File: config.mk
export PLATFORM = sky130hd
export DESIGN_NAME = cbe_merge
export DESIGN_NICKNAME = d
export VERILOG_FILES = /design/src/rtl/cbe_pkg.sv /design/src/rtl/cbe_merge.sv
export SDC_FILE = /design/constraint.sdc
export NUM_CORES = 1
export LEC_CHECK = 0
export ABC_AREA = 1
export BUFFER_PORTS_ARGS = -buffer_cell sky130_fd_sc_hd__buf_2
export CORE_AREA = 4 4 107 109
export CTS_BUF_LIST = sky130_fd_sc_hd__clkbuf_8 sky130_fd_sc_hd__clkbuf_16
export DETAILED_ROUTE_END_ITERATION = 7
export DIE_AREA = 0 0 111 113
export SLEW_MARGIN = 10
export SYNTH_ARGS = -nofsm -noshare
export SYNTH_HDL_FRONTEND = slang
export SYNTH_SLANG_ARGS = --single-unit
File: constraint.sdc
create_clock -name clock -period 2.41 [get_ports clock]
set_input_delay 0.241 -clock clock [delete_from_list [all_inputs] [get_ports clock]]
set_output_delay 0.241 -clock clock [all_outputs]
set_load 0.02 [all_outputs]
File: src/rtl/cbe_pkg.sv
// shared constants, types and width helpers of the cubic bezier evaluator
`default_nettype none

package cbe_pkg;

   localparam int COORD_WIDTH_DEF = 16;
   localparam int T_FRAC_BITS_DEF = 16;

   localparam int POINT_WIDTH = 48;
   localparam int T_IN_WIDTH  = 18;
   localparam int OUT_WIDTH   = 20;
   localparam int NUM_AXES    = 3;
   localparam int NUM_POINTS  = 4;
   localparam int CHUNK_WIDTH = 32;
   localparam int NUM_STAGES  = 8;

   localparam int OUT_MAX = 524287;
   localparam int OUT_MIN = -524288;

   localparam logic MODE_POINT = 1'b0;
   localparam logic MODE_DERIV = 1'b1;

   // load enables of the pipeline stages, first stage first
   typedef struct packed {
      logic coef;
      logic mul1;
      logic add1;
      logic mul2;
      logic add2;
      logic mul3;
      logic add3;
      logic outp;
   } stage_en_type;

   // polynomial coefficients carry five bits above the coordinate
   function automatic int coef_width(input int cw);
      return cw + 5;
   endfunction

   // accumulator width after the given number of multiply-by-t steps
   function automatic int acc_width(input int cw, input int fb, input int steps);
      return cw + 5 + steps * (fb + 1);
   endfunction

endpackage

`default_nettype wire

File: src/rtl/cbe_merge.sv
// merge stage: floor, saturate and register the three lane results
`default_nettype none

module cbe_merge import cbe_pkg::*; #(
   parameter int COORD_WIDTH = COORD_WIDTH_DEF,
   parameter int T_FRAC_BITS = T_FRAC_BITS_DEF
) (
   input  logic                        clock,
   input  logic                        en,
   input  logic signed [acc_width(COORD_WIDTH, T_FRAC_BITS, 3)-1:0] acc [NUM_AXES],
   output logic signed [OUT_WIDTH-1:0] res [NUM_AXES]
);

   localparam int AW = acc_width(COORD_WIDTH, T_FRAC_BITS, 3);
   localparam int FS = 3 * T_FRAC_BITS;
   localparam int VW = AW - FS;
   localparam int SW = (VW > OUT_WIDTH) ? VW : OUT_WIDTH;
   localparam logic signed [SW-1:0] SAT_HI = SW'(OUT_MAX);
   localparam logic signed [SW-1:0] SAT_LO = SW'(OUT_MIN);

   logic signed [SW-1:0]        val [NUM_AXES];
   logic signed [OUT_WIDTH-1:0] res_in [NUM_AXES];
   logic signed [OUT_WIDTH-1:0] res_ff [NUM_AXES];

   // dropping the fraction bits of a two's complement value floors it
   always_comb begin
      for (int a = 0; a < NUM_AXES; a++) begin
         val[a] = SW'($signed(acc[a][AW-1:FS]));
         if (val[a] > SAT_HI) begin
            res_in[a] = OUT_WIDTH'(SAT_HI);
         end else if (val[a] < SAT_LO) begin
            res_in[a] = OUT_WIDTH'(SAT_LO);
         end else begin
            res_in[a] = OUT_WIDTH'(val[a]);
         end
      end
   end

   always_ff @(posedge clock) begin
      if (en) begin
         res_ff <= res_in;
      end
   end

   assign res = res_ff;

endmodule

`default_nettype wire

# ---- After elaboration in Yosys (flattened, before gate mapping)
# Index checks and enable logic that the tools add are counted.
dict set report word_totals {
  elab_cells 12
  inputBits 218
  register_bits 60
}
dict set report op_classes {
  n_lt_le_gt_ge 6
  n_mux 3
}
# cell n
set op_table {}
lappend op_table {{greater-than comparator 24 x 20 -> 1 bit, second input constant} 3}
lappend op_table {{< comparator 24 x 20 -> 1 bit, second input constant} 3}
lappend op_table {{two-way mux 20 bit} 3}

# ---- Longest topological paths before layout
dict set report logic_depth {
  depth_word 2
  mapped_depth 5
}

# ---- Least setup slack after synthesis
# No wires, ideal clock.
dict set report synth_path {
  path_kind {in2reg}
  from {input port acc[140] (netlist bit)}
  to {register res_ff (netlist bit res[29]), data pin}
  slack_ns 1.398
  path_stages 5
  t_arrival_ns 0.759
  cell_sequence {nor2_1 a21o_1 buf_4 buf_4 nand2_1}
}
dict set report synth_between {
  elab_chain_len 2
}
# element line_no
set synth_rtl {}
lappend synth_rtl {{start, declared} cbe_merge.sv:10} ;# input logic signed [acc_width(COORD_WIDTH, T_FRAC_BITS, 3)-1:0] acc [NUM_AXES],
lappend synth_rtl {{< comparator 24 x 20 -> 1 bit} cbe_merge.sv:31} ;# end else if (val[a] < SAT_LO) begin
lappend synth_rtl {{two-way mux 20 bit} cbe_merge.sv:31}
lappend synth_rtl {{end signal, assigned} cbe_merge.sv:41} ;# res_ff <= res_in;
lappend synth_rtl {{end, declared} cbe_merge.sv:23} ;# logic signed [OUT_WIDTH-1:0] res_ff [NUM_AXES];
# Parallel ways exist; a longest one is shown, timed or not.
# A chain may end at the register's enable or synchronous reset.

# ---- Worst setup path after layout
dict set report layout_path {
  from {register res_ff (netlist bit res[11])}
  to {output port res[11] (netlist bit)}
}
# element line_no
set layout_rtl {}
lappend layout_rtl {{end, declared} cbe_merge.sv:11} ;# output logic signed [OUT_WIDTH-1:0] res [NUM_AXES]
# No word-level cell between the ends.

==> out/metrics.cfg <==
[setup_path]
worst-path-buf-inv = 1
cpMaxStageDelayCell = edfxtp_1
critPathArrivalTime_ps = 920
cp-end-kind = primary output
crit_path_max_fanout = 1
worst-endpoint-required_ps = 2170
worstSetupStartpointType = register
cp_cell_sequence = buf_2
path_class = reg2out
critical_path.max_stage_delay_ps = 410
path_depth = 1
critical-path-top-delay-family = flip-flops

[job]
max_cap_violations = 0

[routing]
ant_nets = 0
drt-total-wl_um = 7036
vias = 1909
route.detailed.vias_per_inst = 3.961
drt_pass1_iterations = 4
drt_iter0_markers = 59
wl_per_cell_um = 14.60
remaining_routing_drc_violations = 0

[timing]
setup_viol = 0
count_of_final_hold_check_violations = 0
period_needed_ps = 1156
max_freq_mhz = 865.0
setup_slack_ps = 1254
slew_viol_final = 0
grt_setup_unrepaired = false
tightestPinTransition_ps = 694.7
fin_tns_setup_ps = 0
slew_headroom_pct = 53.68
final.period_utilization_pct = 47.97

[place]
dp_worst_setup_slack_ps = 914.3
post-dp-hpwl_um = 5254
count_of_buffers_inserted_at_the_top_level_ports = 133
gpl.final_weighted_congestion = 0.7926

[power_and_ir_drop]
power.ir.vdd_worst_mv = 0.2262
power.density_cell_area_nw_per_um2 = 784.5
p_leak_nw = 1.590

[die]
core_area_um2 = 10600
die_w_um = 111
fp-row-count = 38
start_util_pct = 23.12
die_h_um = 113
ios = 278
overall_die_area_um2 = 12540

[finish]
antenna-diode-count = 0
layout_common_cells = buf_2 (133), nand2_1 (117), edfxtp_1 (60)
area_of_combinational_cells_with_multiple_inputs_um2 = 551.8
fillCellCount = 1097
layout.area.seq_um2 = 1802
drive_gt1_share_pct = 45.32
area_growth_syn_to_layout_pct = 39.92
layout_commonest_cell = buf_2
max_reg_flops = 60
finish.net_count = 555

[global_routing]
grt_antenna_before_repair = 0
grt-ovfl-total = 0
grt_util_all_layers_pct = 11.30
via_count_of_the_first_global_routing_pass = 1969
grt_first_pass_wirelength_um = 10610
largest_net_degree_at_the_start_of_global_routing = 61

[run_status]
run_status = finished clean

[clocking]
clk_pin_slew_worst_paths_ps = 70
post_cts_hold_buffer_count = 0
clock_path_buffers = 2
post_cts.repair.setup_buffers = 0
post_cts_resize_count = 0
cts_sinks = 60
cts_inserted_buffers = 9
tritoncts = built
cts-root-buf = clkbuf_8
ctsHtreeMaxLevel = 3

[synth]
syn_area_um2 = 2451
syn-instance-count = 204
syn_area_per_cell_um2 = 12.02
synth.top_cell.area_share_pct = 73.51
yosys.cell_types.count = 10
synth_top_cells_by_area = edfxtp_1 (74%), nand2_1 (18%), o21ai_4 (2.0%), buf_4 (1.5%), buf_6 (1.4%)
synth_warnings = 0
net_count_of_the_mapped_netlist = 422
synth-seq-cells = 60
yosys.area.top_type = edfxtp_1
synth_sequential_area_ratio_pct = 73.51

[min_path]
hold_path_startpoint = acc[143]
depth_of_the_worst_hold_timing_path = 1
hold_path_end = res[39]
holdCritPathClass = in2reg

[worst max path at each step]
stage,from,to,slack (ps)
floorplan,acc[140],res[29],1400
global placement,acc[140],res[38],970
detailed placement,acc[140],res[38],910
CTS,res[56],res[56],1230
global route,res[56],res[56],1210
finish,res[11],res[11],1250
[cells in the mapped netlist]
cell and number:
a21o_1 3, buf_4 5, buf_6 3, buf_8 1, clkbuf_1 3, edfxtp_1 60
nand2_1 117, nand2_2 3, nor2_1 6, o21ai_4 3
[kinds of logic (layout without fill, tap and decap cells)]
logic type,Yosys count,count (layout),share of synthesized area [%]
flip-flops,60,60,73.51
AO/OA/AOI/OAI,6,6,2.910
AND/OR/NAND/NOR,126,126,19.60
buffers and inverters,12,150,3.981
[per-stage QoR]
stage          std cells  hold slack [ps]  util [%]  power, mW  cell area [um^2]
2_1_floorplan        204            353.5         -      1.531              2451
3_3_place_gp         466            483.7     30.32      1.726              3214
3_5_place_dp         466            493.2     30.32      1.730              3214
4_1_cts              482            108.2     32.35      2.735              3430
5_1_grt              482            112.1     32.35      2.820              3430
6_report             482            138.7     32.35      2.691              3430
[layer usage]
metal | global-route usage [%] | wire (um) | share of wire, % | up-vias
li1 | - | - | - | 936
met2 | 14.32 | 2602 | 37 | 113
met5 | 0 | 0 | 0 | -
met1 | 14.34 | 3174 | 45 | 849
met4 | 5.172 | 100 | 1.4 | 0
met3 | 8.021 | 1159 | 16 | 11
[layout make-up]
| type | instances | area share, % |
|---|---|---|
| tap | 140 | 5.108 |
| multi-input combinational | 132 | 16.09 |
| clock buffer | 9 | 3.612 |
| timing repair buffer | 134 | 19.99 |
| sequential | 60 | 52.54 |
| clock inverter | 7 | 2.663 |
[where the power goes]
group	internal, mW	switching [mW]
combinational	0.137	0.281
clock	0.576	0.413
sequential	1.26	0.0241
(Power assumes the default switching activity.)
